[src/sv/deq_pkg.sv]
// Shared types, constants and index helpers for the double-ended queue core.
// No dependencies; imported by double_ended_queue_core.
package deq_pkg;

	localparam int DEPTH  = 64;
	localparam int IDX_W  = (DEPTH > 1) ? $clog2(DEPTH) : 1;
	localparam int CNT_W  = 7;
	localparam int CMD_W  = 3;
	localparam int VAL_W  = 32;
	localparam int STAT_W = 2;
	localparam int IN_W   = ((CMD_W + VAL_W + 7) / 8) * 8;
	localparam int OUT_W  = ((VAL_W + CNT_W + 7) / 8) * 8;
	localparam int OUT_PAD = OUT_W - VAL_W - CNT_W;

	localparam logic [CMD_W-1:0] CMD_PUSH_FRONT = 3'd0;
	localparam logic [CMD_W-1:0] CMD_PUSH_BACK  = 3'd1;
	localparam logic [CMD_W-1:0] CMD_POP_FRONT  = 3'd2;
	localparam logic [CMD_W-1:0] CMD_POP_BACK   = 3'd3;
	localparam logic [CMD_W-1:0] CMD_WALK       = 3'd4;

	localparam logic [STAT_W-1:0] STAT_OK    = 2'd0;
	localparam logic [STAT_W-1:0] STAT_EMPTY = 2'd1;
	localparam logic [STAT_W-1:0] STAT_FULL  = 2'd2;

	typedef enum logic [1:0] {
		DQ_IDLE,
		DQ_READ,
		DQ_EMIT
	} dq_state_t;

	// Ring position base + off, where off stays below DEPTH.
	function automatic logic [IDX_W-1:0] ring_pos(input logic [IDX_W-1:0] base,
			input logic [CNT_W-1:0] off);
		logic [CNT_W:0] sum;
		sum = (CNT_W+1)'(base) + (CNT_W+1)'(off);
		if (sum >= (CNT_W+1)'(DEPTH)) begin
			sum = sum - (CNT_W+1)'(DEPTH);
		end
		return IDX_W'(sum);
	endfunction

	function automatic logic [IDX_W-1:0] ring_inc(input logic [IDX_W-1:0] base);
		return (base == IDX_W'(DEPTH - 1)) ? '0 : IDX_W'(base + IDX_W'(1));
	endfunction

	function automatic logic [IDX_W-1:0] ring_dec(input logic [IDX_W-1:0] base);
		return (base == '0) ? IDX_W'(DEPTH - 1) : IDX_W'(base - IDX_W'(1));
	endfunction

endpackage

[src/sv/double_ended_queue_core.sv]
// Double-ended queue core: ring store, front index, entry count and sequencer.
// Depends on deq_pkg for widths, command and status codes and ring helpers.

// A push, a full or empty report and an unused command each finish as the input
// is accepted: the input transfer and the result load happen together. A pop
// goes through accept, store read and result load, and a walk starts and then
// reads and emits each held element in turn, because the store has a registered
// read that the sequencer waits on for every element. The store is not cleared
// after reset; only entries written by a push are ever read.
module double_ended_queue_core import deq_pkg::*; (
	input  logic              clk,
	input  logic              arst_n,
	input  logic              s_tvalid,
	output logic              s_tready,
	input  logic [IN_W-1:0]   s_tdata,   // cmd, push_value, zero fill
	output logic              m_tvalid,
	input  logic              m_tready,
	output logic [OUT_W-1:0]  m_tdata,   // item_value, count, zero fill
	output logic [STAT_W-1:0] m_tuser,   // status
	output logic              m_tlast
);

	logic [VAL_W-1:0] ring_mem [DEPTH];

	dq_state_t        state_q, state_d;
	logic [IDX_W-1:0] front_q, front_d;
	logic [CNT_W-1:0] count_q, count_d;
	logic [IDX_W-1:0] addr_q, addr_d;
	logic             walk_q, walk_d;
	logic [CNT_W-1:0] idx_q, idx_d;
	logic [VAL_W-1:0] rd_data_q;

	logic              out_valid_q;
	logic [VAL_W-1:0]  out_value_q;
	logic [STAT_W-1:0] out_status_q;
	logic              out_last_q;
	logic [CNT_W-1:0]  out_count_q;

	logic [CMD_W-1:0]  cmd;
	logic [VAL_W-1:0]  push_value;
	logic              out_free;
	logic              wr_en;
	logic [IDX_W-1:0]  wr_addr;
	logic              rd_en;
	logic              load;
	logic [VAL_W-1:0]  ld_value;
	logic [STAT_W-1:0] ld_status;
	logic              ld_last;

	assign cmd        = s_tdata[CMD_W-1:0];
	assign push_value = s_tdata[CMD_W +: VAL_W];
	assign out_free   = !out_valid_q || m_tready;

	always_comb begin
		state_d   = state_q;
		front_d   = front_q;
		count_d   = count_q;
		addr_d    = addr_q;
		walk_d    = walk_q;
		idx_d     = idx_q;
		wr_en     = 1'b0;
		wr_addr   = front_q;
		rd_en     = 1'b0;
		load      = 1'b0;
		ld_value  = '0;
		ld_status = STAT_OK;
		ld_last   = 1'b1;
		s_tready  = 1'b0;
		case (state_q)
			DQ_IDLE: begin
				s_tready = out_free;
				if (s_tvalid && out_free) begin
					case (cmd)
						CMD_PUSH_FRONT, CMD_PUSH_BACK: begin
							load = 1'b1;
							if (count_q == CNT_W'(DEPTH)) begin
								ld_status = STAT_FULL;
							end else begin
								wr_en   = 1'b1;
								count_d = count_q + CNT_W'(1);
								if (cmd == CMD_PUSH_FRONT) begin
									front_d = ring_dec(front_q);
									wr_addr = front_d;
								end else begin
									wr_addr = ring_pos(front_q, count_q);
								end
							end
						end
						CMD_POP_FRONT, CMD_POP_BACK: begin
							if (count_q == '0) begin
								load      = 1'b1;
								ld_status = STAT_EMPTY;
							end else begin
								count_d = count_q - CNT_W'(1);
								walk_d  = 1'b0;
								state_d = DQ_READ;
								if (cmd == CMD_POP_FRONT) begin
									addr_d  = front_q;
									front_d = ring_inc(front_q);
								end else begin
									addr_d = ring_pos(front_q, count_q - CNT_W'(1));
								end
							end
						end
						CMD_WALK: begin
							if (count_q == '0) begin
								load      = 1'b1;
								ld_status = STAT_EMPTY;
							end else begin
								walk_d  = 1'b1;
								addr_d  = front_q;
								idx_d   = '0;
								state_d = DQ_READ;
							end
						end
						default: begin
							load = 1'b1;
						end
					endcase
				end
			end
			DQ_READ: begin
				rd_en   = 1'b1;
				state_d = DQ_EMIT;
			end
			DQ_EMIT: begin
				ld_value = rd_data_q;
				ld_last  = !walk_q || (idx_q + CNT_W'(1) == count_q);
				if (out_free) begin
					load = 1'b1;
					if (ld_last) begin
						state_d = DQ_IDLE;
					end else begin
						idx_d   = idx_q + CNT_W'(1);
						addr_d  = ring_inc(addr_q);
						state_d = DQ_READ;
					end
				end
			end
			default: begin
				state_d = DQ_IDLE;
			end
		endcase
	end

	always_ff @(posedge clk or negedge arst_n) begin
		if (!arst_n) begin
			state_q     <= DQ_IDLE;
			front_q     <= '0;
			count_q     <= '0;
			addr_q      <= '0;
			walk_q      <= 1'b0;
			idx_q       <= '0;
			out_valid_q <= 1'b0;
		end else begin
			state_q <= state_d;
			front_q <= front_d;
			count_q <= count_d;
			addr_q  <= addr_d;
			walk_q  <= walk_d;
			idx_q   <= idx_d;
			if (load) begin
				out_valid_q <= 1'b1;
			end else if (m_tready) begin
				out_valid_q <= 1'b0;
			end
		end
	end

	// Result payload is loaded with the count as it stands after the command.
	always_ff @(posedge clk) begin
		if (load) begin
			out_value_q  <= ld_value;
			out_status_q <= ld_status;
			out_last_q   <= ld_last;
			out_count_q  <= count_d;
		end
	end

	always_ff @(posedge clk) begin
		if (wr_en) begin
			ring_mem[wr_addr] <= push_value;
		end
		if (rd_en) begin
			rd_data_q <= ring_mem[addr_q];
		end
	end

	assign m_tvalid = out_valid_q;
	assign m_tdata  = {{OUT_PAD{1'b0}}, out_count_q, out_value_q};
	assign m_tuser  = out_status_q;
	assign m_tlast  = out_last_q;

endmodule

[config.mk]
export PLATFORM = sky130hd
export DESIGN_NAME = double_ended_queue_core
export DESIGN_NICKNAME = d
export VERILOG_FILES = /design/src/sv/deq_pkg.sv /design/src/sv/double_ended_queue_core.sv
export SDC_FILE = /design/constraint.sdc
export NUM_CORES = 2
export LEC_CHECK = 0
export BUFFER_PORTS_ARGS = -buffer_cell sky130_fd_sc_hd__buf_4
export CORE_ASPECT_RATIO = 0.5
export CORE_MARGIN = 3
export CORE_UTILIZATION = 50
export DETAILED_ROUTE_END_ITERATION = 10
export PLACE_DENSITY = 0.62
export SETUP_SLACK_MARGIN = 0.4
export SYNTH_ARGS = -nofsm -noshare
export SYNTH_HDL_FRONTEND = slang
export SYNTH_SLANG_ARGS = --single-unit
[constraint.sdc]
create_clock -name clk -period 8.5 [get_ports clk]
set_input_delay 0.425 -clock clk [delete_from_list [all_inputs] [get_ports clk]]
set_output_delay 0.425 -clock clk [all_outputs]
set_load 0.02 [all_outputs]
Word level (Yosys, flattened, before mapping)
Memories as Yosys holds them, arrays and structs flattened. A register that Yosys moved wholly into a read port is not among the register bits.
Index checks and enable logic that the tools add are counted.
Widths: inputs -> output; s select.

operators by class
  add/subtract/negate cells = 10
  magnitude comparators = 2
  eq/ne operators = 24
  muxes and demuxes = 61
  reductions and logical operators = 22

operators with widths
  operator             count
  $mux 6               20
  $mux 7               9
  $pmux 6 s2           3
  $pmux 7 s2           2
  $ne 2x2->1 const B   10
  $mux 1               18
  $sub 6x1->6 const B  3
  $add 6x7->8          2
  $ge 8x7->1 const B   2
  $add 7x1->7 const B  2
  $reduce_and 7->1     2
  $add 6x1->6 const B  2
  $eq 6x6->1 const B   2
  $mux 2               5
  $reduce_bool 2->1    4
  $eq 7x7->1           1
  $eq 7x7->1 const B   1
  $logic_not 7->1      1
  $sub 7x1->7 const B  1
  $eq 3x2->1 const B   2
  $logic_not 6->1      1
  $ne 3x3->1 const B   2
  $pmux 2 s3           1
  $reduce_and 6->1     1
  18 further kinds     22

word-level totals
  register bits after elaboration = 72
  RAM bits = 2048
  input bits = 44
  output and inout port bits = 45
  word-level logic and storage cells = 131
  memories = 1

memories
  memory    words  width  read ports  clocked after Yosys merged registers in  write ports  RTL line                       text
  ring_mem  64     32     1           1                                        1            double_ended_queue_core.sv:23  logic [VAL_W-1:0] ring_mem [DEPTH];

Longest topological paths before layout
  depth after elaboration = 9
  gate-level depth with buffers = 13
  depth with buffers taken out = 13

Least setup slack after synthesis
No wires, ideal clock.

  path kind = reg-to-reg
  start point = register count_q[0]
  end point = memory ring_mem[24][0] (enable)
  setup time = 468 ps
  data arrival time = 4847 ps
  data required time = 8032 ps
  path slack = 3185 ps
  cell stages (with the launch flop) = 11
  path buffers = 2
  period minus slack after synthesis = 5315 ps
  path through = dfrtp_1 > inv_1 > ha_1 > or4b_1 > buf_2 > nor3b_4 > nor4_1 > mux2_2 > a211o_1 > buf_6 > nor3b_1

on the way
  longest elaborated chain between the ends = 8
  elaborated cells on any way between the ends = 16
  those cells by class = add/sub (2); order compare (1); eq/ne (1); mux (12)

ends and longest elaborated chain
  item                                       RTL line                        text
  start: declaration                         double_ended_queue_core.sv:27   logic [CNT_W-1:0] count_q, count_d;
  start signal: assignment                   double_ended_queue_core.sv:158  count_q <= count_d;
  $add 6x7->8                                deq_pkg.sv:35                   sum = (CNT_W+1)'(base) + (CNT_W+1)'(off);
  $ge 8x7->1 or $sub 6x1->6 (tied branches)  deq_pkg.sv:36, deq_pkg.sv:37
  $mux 6                                     deq_pkg.sv:36                   if (sum >= (CNT_W+1)'(DEPTH)) begin
  $mux 6                                     double_ended_queue_core.sv:81   if (cmd == CMD_PUSH_FRONT) begin
  $mux 6                                     double_ended_queue_core.sv:76   if (count_q == CNT_W'(DEPTH)) begin
  $mux 6                                     double_ended_queue_core.sv:73   case (cmd)
  $mux 6                                     double_ended_queue_core.sv:72   if (s_tvalid && out_free) begin
  $mux 6                                     double_ended_queue_core.sv:69   case (state_q)
  end: declaration                           double_ended_queue_core.sv:23

Several ways; a longest one is shown, not always the timed one.

Worst setup path after layout
  start point = register count_q[0]
  end point = memory ring_mem[20][6] (enable)

The elaborated chain is that of the path after synthesis.

==> impl_results.html <==
<table>
<tr><th>Metric</th><th>Value</th></tr>
<tr><th colspan="2">Floorplanning</th></tr>
<tr><td>Floorplan die area</td><td>~0.17 mm^2</td></tr>
<tr><td>Core region area</td><td>~0.16 mm^2</td></tr>
<tr><td>Die extent in y</td><td>~300 um</td></tr>
<tr><td>DIE WIDTH</td><td>a little under 600 um</td></tr>
<tr><td>Initial Utilization</td><td>roughly half</td></tr>
<tr><td>Site row count</td><td>105</td></tr>
<tr><td>I/O Pins</td><td>between 80 and 90</td></tr>
<tr><th colspan="2">Synth</th></tr>
<tr><td>Area share of the largest cell type after synthesis</td><td>about three quarters</td></tr>
<tr><td>Syn_area_per_cell</td><td>between 20 and 25 um^2</td></tr>
<tr><td>Ys flop type</td><td>edfxtp_1</td></tr>
<tr><td>Number of flops mapped to enable cells by yosys</td><td>approximately 2,100</td></tr>
<tr><td>Number of instances in the synthesized netlist</td><td>between 3,000 and 4,000</td></tr>
<tr><td>Post-synthesis sequential element count</td><td>around 2,200</td></tr>
<tr><td>Warnings from Yosys</td><td>0</td></tr>
<tr><td>Sequential fraction of the synthesis area</td><td>77.44%</td></tr>
<tr><td>Top post-synthesis cells by area</td><td>edfxtp_1 (77%), mux4_2 (18%), dfrtp_1 (0.90%), clkbuf_1 (0.57%), and2_1 (0.28%)</td></tr>
<tr><td>Synth cell types</td><td>67</td></tr>
<tr><td>Post-synthesis cell area</td><td>between 0.08 and 0.09 mm^2</td></tr>
<tr><td>Synthesized net count</td><td>3,546</td></tr>
<tr><td>Share of flip-flops with an asynchronous set or reset</td><td>approximately 1.4%</td></tr>
<tr><td>Library cell with the largest summed area after synthesis</td><td>edfxtp_1</td></tr>
<tr><th colspan="2">Placed design</th></tr>
<tr><td>Port-buffer cells</td><td>82</td></tr>
<tr><td>Half-perimeter wire length of the detailed placement result</td><td>between 100,000 and 150,000 um</td></tr>
<tr><td>Gpl congestion</td><td>about 0.86</td></tr>
<tr><th colspan="2">Global route</th></tr>
<tr><td>Largest net degree at the start of global routing</td><td>about 140</td></tr>
<tr><td>Number of global-route vias before repair</td><td>approximately 39,000</td></tr>
<tr><td>Gr usage total</td><td>24.46%</td></tr>
<tr><td>Overall overflow remaining after global route</td><td>0</td></tr>
<tr><td>First-pass GRT wire length</td><td>294,300 um</td></tr>
<tr><td>Initial antenna violation count</td><td>20</td></tr>
<tr><th colspan="2">Routing</th></tr>
<tr><td>Residual DRC</td><td>0</td></tr>
<tr><td>Post-detailed-routing wire length</td><td>between 200,000 and 250,000 um</td></tr>
<tr><td>DR WL/cell</td><td>between 30 and 40 um</td></tr>
<tr><td>Number of vias per cell after detailed routing</td><td>about 6.5</td></tr>
<tr><td>Via Count</td><td>39,306</td></tr>
<tr><td>Detailed router's first-iteration violation count</td><td>roughly 5,600</td></tr>
<tr><td>DRT antenna net count</td><td>0</td></tr>
<tr><td>Number of iterations in the first detailed-routing pass</td><td>6</td></tr>
<tr><th colspan="2">Setup path</th></tr>
<tr><td>Delay of the slowest cell on the worst path</td><td>between 900 and 1000 ps</td></tr>
<tr><td>Critical path capture point type</td><td>register</td></tr>
<tr><td>CP Cell Sequence</td><td>inv_1 -&gt; ha_1 -&gt; or4b_1 -&gt; nor3b_4 -&gt; nor2_1 -&gt; and3_1 -&gt; a211o_1 -&gt; buf_4 -&gt; nor3b_4 -&gt; buf_4</td></tr>
<tr><td>Maximum fanout along the worst path</td><td>23</td></tr>
<tr><td>Category of the worst setup path launch point</td><td>register</td></tr>
<tr><td>Slowest library cell on the worst path</td><td>nor3b_4</td></tr>
<tr><td>Arrival @ worst endpoint</td><td>between 5000 and 6000 ps</td></tr>
<tr><td>Data required time of the critical path</td><td>about 9000 ps</td></tr>
<tr><td>Setup CP Type</td><td>reg -&gt; reg</td></tr>
<tr><th colspan="2">Min path</th></tr>
<tr><td>Type of the worst min-delay path</td><td>in -&gt; reg</td></tr>
<tr><th colspan="2">CTS</th></tr>
<tr><td>Clock buffers created by TritonCTS</td><td>~190</td></tr>
<tr><td>Clock tree sinks</td><td>2,152</td></tr>
<tr><td>Clk Tree Root Cell</td><td>clkbuf_16</td></tr>
<tr><td>CTS max path bufs</td><td>4</td></tr>
<tr><td>Clock latency reported for the late side of the worst-skew pair</td><td>820 ps</td></tr>
<tr><td>Post-CTS clock slew at the launch and capture registers of the worst setup and hold paths</td><td>approximately 60 ps</td></tr>
<tr><td>CTS tree</td><td>yes</td></tr>
<tr><td>H-tree depth</td><td>4</td></tr>
<tr><th colspan="2">Power</th></tr>
<tr><td>Internal cell power</td><td>between 20,000 and 25,000 uW</td></tr>
<tr><td>Sw Pwr</td><td>between 8000 and 9000 uW</td></tr>
<tr><td>Clock power frac</td><td>28.6%</td></tr>
<tr><td>Net switching fraction of the power</td><td>29.94%</td></tr>
<tr><td>Power share of the sequential group</td><td>between 40% and 50%</td></tr>
<tr><td>Worst voltage drop across the vdd grid</td><td>roughly 0.24 mV</td></tr>
<tr><td>Fraction of power consumed by combinational cells</td><td>28.5%</td></tr>
<tr><td>LEAKAGE</td><td>0.02850 uW</td></tr>
<tr><td>Power density cells</td><td>312.6 mW/mm^2</td></tr>
<tr><th colspan="2">STA</th></tr>
<tr><td>Worst slew slack as a fraction of its limit</td><td>a little over a tenth</td></tr>
<tr><td>Sum of negative setup slack</td><td>0 ps</td></tr>
<tr><td>Unrepaired setup endpoints after global routing</td><td>false</td></tr>
<tr><td>Highest clock frequency the design can meet</td><td>slightly below 200 MHz</td></tr>
<tr><td>Min Hold Slack</td><td>between 100 and 150 ps</td></tr>
<tr><td>Post-route clock period utilization</td><td>approximately three fifths</td></tr>
<tr><td>Clock Skews</td><td>between 40 and 50 ps</td></tr>
<tr><td>Final worst path period need</td><td>between 5000 and 6000 ps</td></tr>
<tr><td>Tightest Pin Transition</td><td>roughly 1300 ps</td></tr>
<tr><td>Final hold vios</td><td>0</td></tr>
<tr><td>Count of final max-slew check failures</td><td>0</td></tr>
<tr><td>Final setup violation count</td><td>0</td></tr>
<tr><th colspan="2">Layout</th></tr>
<tr><td>Number of nets in the final layout</td><td>between 3,000 and 4,000</td></tr>
<tr><td>Synthesis-to-finish area growth</td><td>11.67%</td></tr>
<tr><td>Layout cells sized above 1</td><td>between 30 and 40%</td></tr>
<tr><td>Most common library cell in the layout ignoring fill and taps</td><td>edfxtp_1</td></tr>
<tr><td>Highest-count cells in the layout ignoring fill and taps</td><td>edfxtp_1 (2,122), mux4_2 (668), clkbuf_16 (195)</td></tr>
<tr><th colspan="2">Job</th></tr>
<tr><td>Reported max-cap violation count</td><td>0</td></tr>
<tr><th colspan="2">Run status</th></tr>
<tr><td>Run status</td><td>finished clean</td></tr>
</table>
## path summary, 6_finish.rpt
check	depth (start not counted)	startpoint	endpoint	slack, ps
max	10	count_q[0]	ring_mem[20][6]	3350
min	3	m_tready	m_tvalid	100
max reg2reg	10	count_q[0]	ring_mem[20][6]	3350
min reg2reg	1	rd_data_q[6]	out_value_q[6]	520
max in group asynchronous	2	arst_n	addr_q[1]	8020
min in group asynchronous	2	arst_n	count_q[4]	110
## area by class of cell
| cell class | instances | area [um^2] |
|---|---|---|
| Multi-Input combinational cell | 1126 | 18310 |
| Inverter | 16 | 60.06 |
| Sequential cell | 2152 | 64490 |
| Tap cell | 2193 | 2744 |
| Clock buffer | 247 | 5075 |
| Timing Repair Buffer | 190 | 1534 |
| Clock inverter | 87 | 744.5 |
| Fill cell | 11948 | 71770 |
| Antenna cell | 6 | 15.01 |
## power by group through the flow
stage               Clock, uW  Combinational, uW  Sequential [uW]
floorplan                   0               5530            12500
global placement            0               8210            12700
detailed placement          0               8280            12700
CTS                      8460               8300            12500
global route             8870               8780            12500
finish                   8300               8290            12500
## synth_stat cells, types with 11 or more instances
cell type,number
edfxtp_1,2122
clkbuf_1,127
inv_1,16
dfrtp_1,30
nor3_1,31
a21oi_1,30
and3_1,22
nand2_1,43
xnor2_1,11
ha_1,17
nor3b_1,13
and2_1,37
buf_2,40
nand3_1,17
buf_1,20
mux4_2,668
o21ai_0,29
nor2_1,56
## worst max-delay path, delay by kind of cell (launching register included)
family / cells / cell delay (ps)
compound gates: 1 / 460
fa+ha+maj: 1 / 250
buf+inv: 3 / 1040
flops: 1 / 470
simple gates: 5 / 2550
## cells by family (layout without fill, tap and decap cells)
family | count (synthesis) | in the layout | share of synthesized area, %
AO/OA/AOI/OAI | 138 | 138 | 1.117
flip-flops | 2152 | 2152 | 77.44
adder cells (fa/ha/maj) | 19 | 19 | 0.3036
buffers and inverters | 205 | 540 | 0.9979
other | 1 | 7 | 0.004504
multiplexers | 677 | 677 | 18.18
XOR/XNOR | 17 | 17 | 0.1788
AND/OR/NAND/NOR | 274 | 274 | 1.776
## sequential cells by signal, summed over array words and instances (netlist names)
name and flops:
m_tlast 1, walk_q 1, addr_q 6, m_tvalid 1
ring_mem 2048, front_q 6, rd_data_q 32, out_count_q 7
idx_q 7, state_q 2, m_tuser 2, count_q 7
out_value_q 32
## per-stage QoR
| stage | utilization [%] | worst slack, ps | instance area (um^2) | total power, uW | instances |
|---|---|---|---|---|---|
| 3_3_place_gp | 52.87 | 3479 | 87110 | 20890 | 5674 |
| 3_5_place_dp | 52.87 | 3448 | 87110 | 20980 | 5674 |
| 2_1_floorplan | - | 3185 | 83250 | 17990 | 3483 |
| 4_1_cts | 56.43 | 3395 | 92960 | 29230 | 6011 |
| 6_report | 56.43 | 3350 | 92970 | 29060 | 6017 |
| 5_1_grt | 56.43 | 3119 | 92960 | 30160 | 6012 |
## routing by layer
metal	global-route usage (%)	share of wire, %
met5	0	0
met3	6.344	11
met1	38.83	44
met4	4.602	1.7
met2	34.71	44
## timing repair
item | 4_1_cts | 5_1_grt
hold endpoints to repair | 33 | 0
setup buffers | 0 | 0
endpoints found under the setup margin | 0 | 0
gates resized for setup | 0 | 0
hold buffers | 3 | 0
Note: power is estimated with default switching activity, not from simulation.
